<file path="src/sv/dsfe_pkg.sv">
// ----------------------------------------------------------------------------
// dsfe_pkg
// shared types, constants and the frame builder for the four-channel
// dshot frame encoder
// ----------------------------------------------------------------------------
package dsfe_pkg;

	localparam int unsigned NUM_CH     = 4;
	localparam int unsigned FRAME_BITS = 16;

	localparam logic [9:0]  THROTTLE_MAX    = 10'd1000;
	localparam logic [10:0] THROTTLE_OFFSET = 11'd47;

	localparam logic [9:0] HIGH_TIME_ONE_RST  = 10'd205;
	localparam logic [9:0] HIGH_TIME_ZERO_RST = 10'd102;

	// register indexes on the configuration port
	typedef enum logic [0:0] {
		REG_HIGH_TIME_ONE  = 1'b0,
		REG_HIGH_TIME_ZERO = 1'b1
	} cfg_reg_t;

	typedef struct packed {
		logic [9:0] throttle_ch0;
		logic [9:0] throttle_ch1;
		logic [9:0] throttle_ch2;
		logic [9:0] throttle_ch3;
		logic       telemetry_request;
	} in_item_t;

	typedef struct packed {
		logic [5:0] slot_number;
		logic [9:0] width_ch0;
		logic [9:0] width_ch1;
		logic [9:0] width_ch2;
		logic [9:0] width_ch3;
		logic       guard_slot;
		logic       last_slot;
	} out_item_t;

	// one 16-bit frame per channel
	typedef logic [NUM_CH-1:0][FRAME_BITS-1:0] frame_set_t;

	// saturate, map to 2t+47, append telemetry bit and nibble checksum
	function automatic logic [15:0] make_frame(input logic [9:0] throttle,
		input logic telem);
		logic [9:0]  t;
		logic [10:0] v;
		logic [11:0] word;
		logic [3:0]  csum;
		t    = (throttle > THROTTLE_MAX) ? THROTTLE_MAX : throttle;
		v    = {t, 1'b0} + THROTTLE_OFFSET;
		word = {v, telem};
		csum = word[3:0] ^ word[7:4] ^ word[11:8];
		return {word, csum};
	endfunction

endpackage

</file>
<file path="src/sv/dsfe_front.sv">
// ----------------------------------------------------------------------------
// dsfe_front
// takes in throttle beats and builds the four channel frames into a
// single pipeline register ahead of the frame queue
// ----------------------------------------------------------------------------
module dsfe_front (
	input  logic                  clk,
	input  logic                  arst_n,
	input  logic                  push,
	output logic                  full,
	input  dsfe_pkg::in_item_t    item,
	output logic                  frm_valid,
	input  logic                  frm_ready,
	output dsfe_pkg::frame_set_t  frm_data
);

	logic                 valid_s1;
	dsfe_pkg::frame_set_t frame_s1;
	logic                 stage_load;

	// the stage can take a new beat when empty or when it drains this cycle
	assign stage_load = !valid_s1 || frm_ready;
	assign full       = !stage_load;

	always_ff @(posedge clk or negedge arst_n) begin
		if (!arst_n) begin
			valid_s1 <= 1'b0;
		end else if (stage_load) begin
			valid_s1 <= push;
		end
	end

	always_ff @(posedge clk) begin
		if (stage_load && push) begin
			frame_s1[0] <= dsfe_pkg::make_frame(item.throttle_ch0, item.telemetry_request);
			frame_s1[1] <= dsfe_pkg::make_frame(item.throttle_ch1, item.telemetry_request);
			frame_s1[2] <= dsfe_pkg::make_frame(item.throttle_ch2, item.telemetry_request);
			frame_s1[3] <= dsfe_pkg::make_frame(item.throttle_ch3, item.telemetry_request);
		end
	end

	assign frm_valid = valid_s1;
	assign frm_data  = frame_s1;

endmodule

</file>
<file path="src/sv/dsfe_queue.sv">
// ----------------------------------------------------------------------------
// dsfe_queue
// two-entry frame queue between front and back
// ----------------------------------------------------------------------------
module dsfe_queue (
	input  logic                  clk,
	input  logic                  arst_n,
	input  logic                  wr_valid,
	output logic                  wr_ready,
	input  dsfe_pkg::frame_set_t  wr_data,
	output logic                  rd_valid,
	input  logic                  rd_pop,
	output dsfe_pkg::frame_set_t  rd_data
);

	dsfe_pkg::frame_set_t mem_q [2];
	logic                 wr_ptr_q;
	logic                 rd_ptr_q;
	logic [1:0]           count_q;
	logic                 do_wr;
	logic                 do_rd;

	assign wr_ready = (count_q != 2'd2);
	assign rd_valid = (count_q != 2'd0);
	assign do_wr    = wr_valid && wr_ready;
	assign do_rd    = rd_pop && rd_valid;
	assign rd_data  = mem_q[rd_ptr_q];

	always_ff @(posedge clk or negedge arst_n) begin
		if (!arst_n) begin
			wr_ptr_q <= 1'b0;
			rd_ptr_q <= 1'b0;
			count_q  <= 2'd0;
		end else begin
			if (do_wr) wr_ptr_q <= ~wr_ptr_q;
			if (do_rd) rd_ptr_q <= ~rd_ptr_q;
			case ({do_wr, do_rd})
				2'b10:   count_q <= count_q + 2'd1;
				2'b01:   count_q <= count_q - 2'd1;
				default: count_q <= count_q;
			endcase
		end
	end

	always_ff @(posedge clk) begin
		if (do_wr) begin
			mem_q[wr_ptr_q] <= wr_data;
		end
	end

endmodule

</file>
<file path="src/sv/dsfe_back.sv">
// ----------------------------------------------------------------------------
// dsfe_back
// walks the slots of one frame set, one slot a cycle while the output
// register is free or popped, into that register, which holds the oldest result beat
// ----------------------------------------------------------------------------
module dsfe_back #(
	parameter int unsigned GUARD_SLOTS = 2
) (
	input  logic                  clk,
	input  logic                  arst_n,
	input  logic                  frm_valid,
	output logic                  frm_pop,
	input  dsfe_pkg::frame_set_t  frm_data,
	input  logic [9:0]            high_time_one,
	input  logic [9:0]            high_time_zero,
	output logic                  empty,
	input  logic                  pop,
	output dsfe_pkg::out_item_t   result
);

	localparam int unsigned TOTAL     = dsfe_pkg::FRAME_BITS + GUARD_SLOTS;
	localparam logic [5:0]  LAST_SLOT = 6'(TOTAL - 1);

	logic                 busy_q;
	logic [5:0]           slot_q;
	dsfe_pkg::frame_set_t frame_q;
	logic                 out_valid_q;
	dsfe_pkg::out_item_t  out_q;

	logic                 advance;
	logic                 at_last;
	logic                 guard;
	logic [3:0]           bit_idx;
	logic [9:0]           width [dsfe_pkg::NUM_CH];
	dsfe_pkg::out_item_t  slot_res;

	assign advance = busy_q && (!out_valid_q || pop);
	assign at_last = (slot_q == LAST_SLOT);
	assign frm_pop = frm_valid && (!busy_q || (advance && at_last));

	assign guard   = (slot_q[5:4] != 2'b00);
	assign bit_idx = ~slot_q[3:0];

	always_comb begin
		for (int c = 0; c < dsfe_pkg::NUM_CH; c++) begin
			if (guard) begin
				width[c] = 10'd0;
			end else if (frame_q[c][bit_idx]) begin
				width[c] = high_time_one;
			end else begin
				width[c] = high_time_zero;
			end
		end
		slot_res.slot_number = slot_q;
		slot_res.width_ch0   = width[0];
		slot_res.width_ch1   = width[1];
		slot_res.width_ch2   = width[2];
		slot_res.width_ch3   = width[3];
		slot_res.guard_slot  = guard;
		slot_res.last_slot   = at_last;
	end

	always_ff @(posedge clk or negedge arst_n) begin
		if (!arst_n) begin
			busy_q      <= 1'b0;
			slot_q      <= 6'd0;
			out_valid_q <= 1'b0;
		end else begin
			if (!busy_q) begin
				busy_q <= frm_valid;
				slot_q <= 6'd0;
			end else if (advance) begin
				if (at_last) begin
					busy_q <= frm_valid;
					slot_q <= 6'd0;
				end else begin
					slot_q <= slot_q + 6'd1;
				end
			end
			if (advance) begin
				out_valid_q <= 1'b1;
			end else if (pop) begin
				out_valid_q <= 1'b0;
			end
		end
	end

	always_ff @(posedge clk) begin
		if (frm_pop) frame_q <= frm_data;
		if (advance) out_q <= slot_res;
	end

	assign empty  = !out_valid_q;
	assign result = out_q;

endmodule

</file>
<file path="src/sv/dshot_four_channel_frame_encoder_unit.sv">
// ----------------------------------------------------------------------------
// dshot_four_channel_frame_encoder_unit
// four-channel dshot frame encoder: throttle beats in, per-slot pulse
// widths out
// ----------------------------------------------------------------------------
//  channel   direction  handshake                  beat
//  item      in         push / full                four throttles, telemetry bit
//  result    out        empty / pop                slot number, four widths, flags
//  cfg       in         cfg_wr_en (no wait)        register index and value
//
//  every input beat gives 16 + GUARD_SLOTS result beats, one a cycle while the
//  result register is free or popped, so the slot walker sets the sustained rate
//  front stage plus a two-entry frame queue let new beats in while a frame
//  is still being walked; with everything idle an item goes through the front
//  register, a queue entry and the frame register ahead of the result register
//  a held result (empty low, pop low) stalls the slot walker
//  reset clears all control state and loads the pulse widths 205 and 102
// ----------------------------------------------------------------------------
module dshot_four_channel_frame_encoder_unit #(
	parameter int unsigned GUARD_SLOTS = 2
) (
	input  logic                  clk,
	input  logic                  arst_n,
	// input side
	input  logic                  push,
	output logic                  full,
	input  dsfe_pkg::in_item_t    item,
	// result side
	output logic                  empty,
	input  logic                  pop,
	output dsfe_pkg::out_item_t   result,
	// configuration writes
	input  logic                  cfg_wr_en,
	input  logic [0:0]            cfg_index,
	input  logic [9:0]            cfg_wdata
);

	// pulse width registers
	logic [9:0] high_time_one_q;
	logic [9:0] high_time_zero_q;

	// front to queue
	logic                 frm_valid;
	logic                 frm_ready;
	dsfe_pkg::frame_set_t frm_data;

	// queue to back
	logic                 q_valid;
	logic                 q_pop;
	dsfe_pkg::frame_set_t q_data;

	always_ff @(posedge clk or negedge arst_n) begin
		if (!arst_n) begin
			high_time_one_q  <= dsfe_pkg::HIGH_TIME_ONE_RST;
			high_time_zero_q <= dsfe_pkg::HIGH_TIME_ZERO_RST;
		end else if (cfg_wr_en) begin
			case (dsfe_pkg::cfg_reg_t'(cfg_index))
				dsfe_pkg::REG_HIGH_TIME_ONE:  high_time_one_q  <= cfg_wdata;
				dsfe_pkg::REG_HIGH_TIME_ZERO: high_time_zero_q <= cfg_wdata;
				default: ;
			endcase
		end
	end

	// frame building
	dsfe_front u_front (
		.clk       (clk),
		.arst_n    (arst_n),
		.push      (push),
		.full      (full),
		.item      (item),
		.frm_valid (frm_valid),
		.frm_ready (frm_ready),
		.frm_data  (frm_data)
	);

	// decoupling between frame building and slot walking
	dsfe_queue u_queue (
		.clk      (clk),
		.arst_n   (arst_n),
		.wr_valid (frm_valid),
		.wr_ready (frm_ready),
		.wr_data  (frm_data),
		.rd_valid (q_valid),
		.rd_pop   (q_pop),
		.rd_data  (q_data)
	);

	// slot walker and result register
	dsfe_back #(
		.GUARD_SLOTS (GUARD_SLOTS)
	) u_back (
		.clk            (clk),
		.arst_n         (arst_n),
		.frm_valid      (q_valid),
		.frm_pop        (q_pop),
		.frm_data       (q_data),
		.high_time_one  (high_time_one_q),
		.high_time_zero (high_time_zero_q),
		.empty          (empty),
		.pop            (pop),
		.result         (result)
	);

endmodule

</file>
<file path="config.mk">
export PLATFORM = sky130hd
export DESIGN_NAME = dshot_four_channel_frame_encoder_unit
export DESIGN_NICKNAME = d
export VERILOG_FILES = /design/src/sv/dsfe_pkg.sv /design/src/sv/dsfe_front.sv /design/src/sv/dsfe_queue.sv /design/src/sv/dsfe_back.sv /design/src/sv/dshot_four_channel_frame_encoder_unit.sv
export SDC_FILE = /design/constraint.sdc
export NUM_CORES = 1
export LEC_CHECK = 0
export BUFFER_PORTS_ARGS = -buffer_cell sky130_fd_sc_hd__buf_4
export CAP_MARGIN = 10
export CORE_ASPECT_RATIO = 1.2
export CORE_MARGIN = 2
export CORE_UTILIZATION = 54
export CTS_CLUSTER_DIAMETER = 120
export DETAILED_ROUTE_END_ITERATION = 8
export HOLD_SLACK_MARGIN = 0.02
export PLACE_DENSITY_LB_ADDON = 0.3
export SETUP_SLACK_MARGIN = 0.4
export SLEW_MARGIN = 30
export SYNTH_ARGS = -nofsm -noshare
export SYNTH_HDL_FRONTEND = slang
export SYNTH_HIERARCHICAL = 1
export SYNTH_SLANG_ARGS = --single-unit
</file>
<file path="constraint.sdc">
create_clock -name clk -period 3.73 [get_ports clk]
set_clock_uncertainty 0.15 [all_clocks]
set_input_delay 0.1865 -clock clk [delete_from_list [all_inputs] [get_ports clk]]
set_output_delay 0.1865 -clock clk [all_outputs]
set_load 0.005 [all_outputs]
</file>
==> results of run 1 <==
==> through the flow <==
step | power (µW) | cells | instance area, µm²
final | 11500 | 1302 | 16600
after global routing | 12100 | 1302 | 16600
after CTS | 11600 | 1301 | 16600
after detailed placement | 8510 | 1181 | 14900
after global placement | 8410 | 1180 | 14900
after floorplan | 7660 | 770 | 13800
==> kinds of logic (layout without fill, tap and decap cells) <==
family                     Yosys count  in the layout  synth area share [%]
other                                1              4                0.0271
and+or+nand+nor                    106            106                  4.36
AOI/OAI and AO/OA                  117            117                  6.90
muxes                              108            108                  11.8
adders and majority gates            7              7                 0.633
DFF                                330            330                  70.5
buffers and inverters               49            251                  2.45
xor gates and xnor gates            49             49                  3.31
==> flip-flops by register name, indices dropped and copies added, names as in the netlist, 2 cells and up <==
signal / count
u_back/frame_q: 64
high_time_one_q: 10
u_queue/mem_q: 128
u_back/slot_q: 6
u_queue/count_q: 2
u_back/result: 48
u_front/frm_data: 57
high_time_zero_q: 10
==> timing repair <==
action                                  in CTS  in global routing
hold buffers                                64                  1
buffers inserted                             0                  0
resized for setup                            0                  2
endpoints found under the hold margin      108                  1
endpoints found under the setup margin       0                  2
==> report_power, final <==
part | switching, µW | internal (µW)
logic | 1430 | 1440
registers | 341 | 5280
clock network | 1240 | 1800
total | 3010 | 8520
==> final cells by class <==
type	count	area [µm²]	area share [%]
clock buffer	43	893	5.38
clock inverter	13	118	0.709
inverter	14	52.6	0.317
multi-input combinational	391	3780	22.8
sequential	330	9760	58.8
tap	330	413	2.49
timing repair buffer	181	1580	9.50
==> synthesized netlist by cell type (all sizes together), types with 6 or more instances <==
master / count
edfxtp: 297
mux2: 92
a22o: 44
xnor2: 39
buf: 28
nand2: 25
dfrtp: 24
o21ai: 21
nor2: 18
mux4: 16
inv: 14
and3: 9
dfstp: 9
nand3: 9
xor2: 9
and2: 8
nand2b: 8
clkbuf: 7
ha: 7
nand4: 7
o22ai: 6
==> layer usage <==
layer | wire [µm] | part of all wire (%)
met4 | 499 | 2.2
met2 | 12100 | 54
met3 | 1020 | 4.6
met5 | 0 | 0
met1 | 8710 | 39
==> how the worst max path moves through the flow <==
stage / from / end / slack (ns) / depth (start not counted)
after floorplan: u_back/out_valid_q / u_back/result[0] / 0.45 / 2
after global placement: item[16] / u_front/frm_data[34] / 0.96 / 10
after detailed placement: item[16] / u_front/frm_data[34] / 0.91 / 10
after CTS: item[27] / u_front/frm_data[16] / 0.66 / 12
after global routing: item[27] / u_front/frm_data[16] / 0.37 / 12
final: item[27] / u_front/frm_data[16] / 0.49 / 12
==> worst max-delay path, delay by kind of cell <==
family | cells | cell delay (ns)
buffers and inverters | 3 | 1.27
and+or+nand+nor | 4 | 0.82
xor gates and xnor gates | 2 | 0.26
adders and majority gates | 1 | 0.30
AOI/OAI and AO/OA | 2 | 0.53
==> key figures, run 1 <==
Timing
  – Setup-violating endpoint count in the final report: 0
  – Hold slack final: ~0.048 ns
  – Pins over their slew limit: 0
  – Share of the clock period used by the worst path after layout: a little under 90%
  – Unrepaired setup endpoints after global routing: false
  – Hold Violations, Final: 0
  – Maximum achievable frequency: ~0.3 GHz
  – Final worst path period need: between 3 and 4 ns
  – Total negative setup slack: 0 ns
  – Slew @ Worst Pin: ~0.90 ns
  – Worst-case headroom to the max-slew limit: between 40% and 50%
  – Final worst setup slack: 0.490 ns

Route
  – 1st-iter DRT viols: 341
  – Wirelength, routed: around 22000 µm
  – Via density: 5.44
  – Post-DR wirelength/cell: approximately 17 µm
  – Routed vias: between 7000 and 8000
  – DR pass1 iterations: 4
  – DRC violation count after routing: 0
  – Number of nets with antenna violations after routing: 0

Synth
  – Fraction of registers with async set/reset: around a tenth
  – Mean area per synthesized cell: between 15 and 20 µm²
  – Count of warnings emitted by yosys: 6
  – Post-synthesis sequential element count: between 300 and 400
  – Number of distinct library cells after synthesis: 69
  – Top post-synthesis cells by area: edfxtp_1, mux2_4, dfrtp_1, mux2_2, a22o_1
  – Library cell with the largest summed area after synthesis: edfxtp_1
  – Summed instance area of the synthesized netlist: between 0.01 and 0.015 mm²
  – Portion of synthesized cell area occupied by the leading cell type: 64.5%
  – Number of enable-type register cells in the synthesized netlist: between 200 and 300
  – Dominant synthesized flop cell: edfxtp_1
  – Cell count after synthesis: between 700 and 800
  – Sequential element share of the synthesized area: a little over two thirds

Placed design
  – Routability congestion estimate: roughly 0.79
  – Setup slack after placement: around 0.9 ns
  – Port Buffer Count: 106
  – Post-DP HPWL: roughly 14000 µm

Clock network
  – Clock latency on the worst-skew pair: roughly 0.54 ns
  – H-tree lvl count: 1
  – Clk sinks: 330
  – Clk Tree Root Cell: clkbuf_16
  – TritonCTS buffer count: 30
  – CTS max path bufs: 3
  – TritonCTS clock tree: built
  – Clk pin slew, worst setup/hold paths: around 0.06 ns

Die
  – Starting density of the core: between 50% and 60%
  – Chip width: around 150 µm
  – Die Outline Area: 0.0269 mm²
  – Total core area: 0.0253 mm²
  – Std-Cell Rows: 64
  – # IOs: 107
  – Height of the die: between 150 and 200 µm

Hold path
  – Worst min path class: input port to flop
  – Number of stages on the worst hold path: 3
  – Sink of the worst hold path: u_front/frm_data[47]
  – Startpoint of the most critical hold path: item[15]

Final layout
  – # fillers: 1717
  – Commonest non-fill, non-tap cell in the layout: edfxtp_1
  – NumNets Final: around 1000
  – Final design utilization: roughly two thirds
  – Ant. Diodes: 0
  – Layout cells sized above 1: 30.6%
  – Commonest cells after routing, fill and taps aside: edfxtp_1, buf_4, dlygate4sd3_1
  – Syn-to-layout area delta: 19.9%

Global route
  – Global-route wire length before repair: 35400 µm
  – Aggregate global-route resource usage: 16.7%
  – GRT met1 Usage: a little under a fifth
  – Antenna violations before repair: 0
  – Global routing met2 resource utilization: between 30% and 40%
  – GR Layer Usage met3: between 2 and 2.5%
  – Remaining global-route overflow: 0
  – Maximum number of pins on one net before global-route repair: 65
  – Via count of the first global-routing pass: roughly 7000
  – Routing layer with the top usage in global route: met2

Run status
  – Run status: complete, no violations

Critical path
  – Kind of critical path: input port to flop
  – Worst reg2reg path endpoint: u_back/result[19]
  – Crit path max fanout: 6
  – Standard cell with the maximum stage delay on the critical path: dlygate4sd3_1
  – Critical path data required time: 3.87 ns
  – Launching point of the worst reg2reg path: u_back/slot_q[1]
  – Ordered list of cells on the worst path: dlygate4sd3_1 -> buf_4 -> and3_1 -> nand3_1 -> o21ai_0 -> ha_1 -> and3_1 -> a211oi_2 -> nand2_1 -> xnor2_1 -> dlygate4sd3_1 -> xnor2_1
  – Length in cells of the worst reg-to-reg path: 5
  – WP data arrival: ~3.4 ns
  – CP Launch Type: input port
  – Setup slack of the worst register-to-register path: approximately 1.0 ns
  – Largest incremental delay on the critical path: slightly below 0.6 ns
  – Worst setup EP type: flop

Power
  – Maximum resistive drop on vdd: 0.468 mV
  – Reported leakage power: roughly 0.0062 µW
  – Cell area power density: about 690 mW/mm²

Run
  – # Max-Cap Violations: 0
Power figures use the tool's default switching activity.
==> run 2: changes to the inputs <==
CORE_UTILIZATION = 50   (was 54)
==> key figures, run 2 (synthesis gave the netlist of run 1 again) <==
Timing
  – Pins over their slew limit: 0 (unchanged)
  – Final worst path period need: 3.14 ns (-0.0959 ns)
  – Setup-violating endpoint count in the final report: 0 (unchanged)
  – Share of the clock period used by the worst path after layout: 84.3% (-2.6 points)
  – Maximum achievable frequency: 0.318 GHz (+3.0%)
  – Hold Violations, Final: 0 (unchanged)
  – Worst-case headroom to the max-slew limit: 40.5% (+0.17 points)
  – Total negative setup slack: 0 ns (unchanged)
  – Unrepaired setup endpoints after global routing: false
  – Slew @ Worst Pin: 0.893 ns (-0.00259 ns)

Clock network
  – Clk sinks: 330 (unchanged)
  – Clk pin slew, worst setup/hold paths: 0.06 ns (about the same)
  – TritonCTS clock tree: built
  – Buffers inserted by post-CTS timing repair: 0 (unchanged)
  – Clock latency on the worst-skew pair: 0.55 ns (about the same)
  – CTS max path bufs: 3 (unchanged)
  – TritonCTS buffer count: 31 (+3.3%)
  – Clk Tree Root Cell: clkbuf_16
  – H-tree lvl count: 1 (unchanged)

Power
  – Internal Power: 8380 µW (-1.7%)
  – Part of the total power dissipated in combinational logic: 24.6% (-0.2 points)
  – Switch Pwr: 3040 µW (+1.1%)
  – Switching power as a share of total power: 26.6% (+0.53 points)
  – Clock network power share: 25.9% (-0.5 points)
  – Sum of internal, switching and leakage power: 11400 µW (-0.95%)
  – Maximum resistive drop on vdd: 0.369 mV (-21%)
  – Cell area power density: 689 mW/mm² (-0.83%)
  – Reported leakage power: 0.00624 µW (about the same)
  – Share of power burned in registers: 49.5% (+0.7 points)

Placed design
  – Number of cells after detailed placement: 1192 (+0.93%)
  – Post-place instance area: 0.0150 mm² (+0.27%)
  – Port Buffer Count: 106 (unchanged)
  – Post-DP HPWL: 14800 µm (+5.3%)
  – Routability congestion estimate: 0.767 (-2.9%)

Critical path
  – CP Launch Type: input port
  – Largest incremental delay on the critical path: 0.56 ns (-0.02 ns)
  – Setup slack of the worst register-to-register path: 1.02 ns (-0.02 ns)
  – Ordered list of cells on the worst path: dlygate4sd3_1 -> buf_4 -> and3_1 -> nand3_1 -> o21ai_1 -> ha_1 -> and3_1 -> a211oi_1 -> nand2_1 -> xnor2_1 -> dlygate4sd3_1
  – Launching point of the worst reg2reg path: u_back/slot_q[1]
  – Critical path data required time: 3.88 ns (about the same)
  – Standard cell with the maximum stage delay on the critical path: dlygate4sd3_1
  – WP data arrival: 3.29 ns (-0.09 ns)
  – Kind of critical path: input port to flop
  – Crit path max fanout: 6 (unchanged)
  – Length in cells of the worst reg-to-reg path: 5 (unchanged)
  – Worst reg2reg path endpoint: u_back/result[39]
  – Top Family by Delay on Critical Path: buffers and inverters
  – Worst setup EP type: flop
  – Total buffers and inverters traversed by the critical path: 3 (unchanged)

Die
  – Chip width: 156 µm (+3.8%)
  – # IOs: 107 (unchanged)
  – Height of the die: 186 µm (+3.8%)
  – Die Outline Area: 0.0290 mm² (+7.8%)
  – Std-Cell Rows: 66 (+3.1%)
  – Starting density of the core: 50.9% (-3.8 points)
  – Total core area: 0.0272 mm² (+7.4%)

Final layout
  – Layout cells sized above 1: 30.8% (+0.21 points)
  – Max FFs per register: 128 (unchanged)
  – Syn-to-layout area delta: 19.8%
  – Final Cell Area: 0.0166 mm² (-0.11%)
  – Ant. Diodes: 0 (unchanged)
  – Top register by number of flip-flops: u_queue/mem_q
  – NumNets Final: 1014 (+0.20%)
  – Non-filler cells in the finished layout: 1315 (+1.0%)
  – Area occupied by multi-input gates: 0.00377 mm² (-0.23%)
  – Commonest non-fill, non-tap cell in the layout: edfxtp_1
  – Commonest cells after routing, fill and taps aside: edfxtp_1, buf_4, dlygate4sd3_1
  – Area occupied by registers: 0.00976 mm² (unchanged)
  – Final design utilization: 61.0% (-4.6 points)
  – # fillers: 1929 (+12%)

Route
  – Via density: 5.36 (-1.5%)
  – DR pass1 iterations: 5 (+1)
  – DRC violation count after routing: 0 (unchanged)
  – 1st-iter DRT viols: 318 (-6.7%)
  – Number of nets with antenna violations after routing: 0 (unchanged)
  – Post-DR wirelength/cell: 17.5 µm (+1.8%)
  – Wirelength, routed: 23000 µm (+2.9%)
  – Routed vias: 7047 (-0.51%)

Run status
  – Run status: complete, no violations

Global route
  – Remaining global-route overflow: 0 (unchanged)
  – Aggregate global-route resource usage: 15.8% (-0.89 points)
  – Global-route wire length before repair: 36600 µm (+3.6%)
  – Via count of the first global-routing pass: 7216 (+0.95%)
  – Antenna violations before repair: 0 (unchanged)
  – Maximum number of pins on one net before global-route repair: 65 (unchanged)

Hold path
  – Sink of the worst hold path: u_front/frm_data[47]
  – Startpoint of the most critical hold path: item[15]
  – Number of stages on the worst hold path: 3 (unchanged)
  – Worst min path class: input port to flop

Run
  – # Max-Cap Violations: 0 (unchanged)
-- run 2: cell types whose count changed in the layout (fill, tap and decap cells not counted), moves of 2 or more --
cell       previous run  this run
clkbuf_1              7         3
clkbuf_16            33        31
clkbuf_8              3         0
clkinv_1              6         8
clkinv_2              2        10
inv_6                 1         3
-- run 2: cell type report --
class	count	area share [%]
flip-flops and latches	330	58.9
multi-input cells	391	22.7
repair buffers	182	9.68
clock buffers	34	4.75
well taps	340	2.57
clock inverters	24	1.05
inverters	14	0.317
-- run 2: worst max path at each step --
stage                             from                    to  slack (ns)  cells after the start
floorplan           u_back/out_valid_q      u_back/result[0]        0.45                      2
global placement              item[16]  u_front/frm_data[34]        0.95                     10
detailed placement            item[16]  u_front/frm_data[34]        0.92                     10
CTS                           item[31]  u_front/frm_data[12]        0.74                     11
global route                  item[27]  u_front/frm_data[28]        0.45                     11
finish                        item[27]  u_front/frm_data[28]        0.59                     11
-- run 2: timing repair --
| action | 4_1_cts | 5_1_grt |
|---|---|---|
| hold endpoints to repair | 107 | 0 |
| hold buffers | 65 | 0 |
| gates resized for setup | 0 | 0 |
-- run 2: through the flow --
step | hold WS (ns) | setup WS [ns]
finish | 0.0433 | 0.585
floorplan | -0.259 | 0.446
global route | 0.0532 | 0.446
detailed placement | 0.0170 | 0.922
global placement | 0.0182 | 0.947
CTS | 0.0221 | 0.738
-- run 2: metal layers --
layer	share of wire (%)	GRT usage, %
met1	40	19.2
met2	53	29.4
met3	4.7	2.39
met4	2.1	4.48
met5	0	0
-- run 2: power groups by stage --
stage	Clock [µW]	Combinational [µW]	Sequential, µW
finish	2950	2810	5650
global route	3180	3050	5740
floorplan	0	2040	5620
CTS	3030	2840	5670
detailed placement	0	2780	5740
global placement	0	2710	5700
-- run 2: worst reg2reg max path: stages, from the launching register on --
cell and delay, ns:
dfrtp_1 0.39, buf_4 0.33, mux4_1 0.61, mux2_2 0.32, a22o_1 0.41, a22o_1 0.25
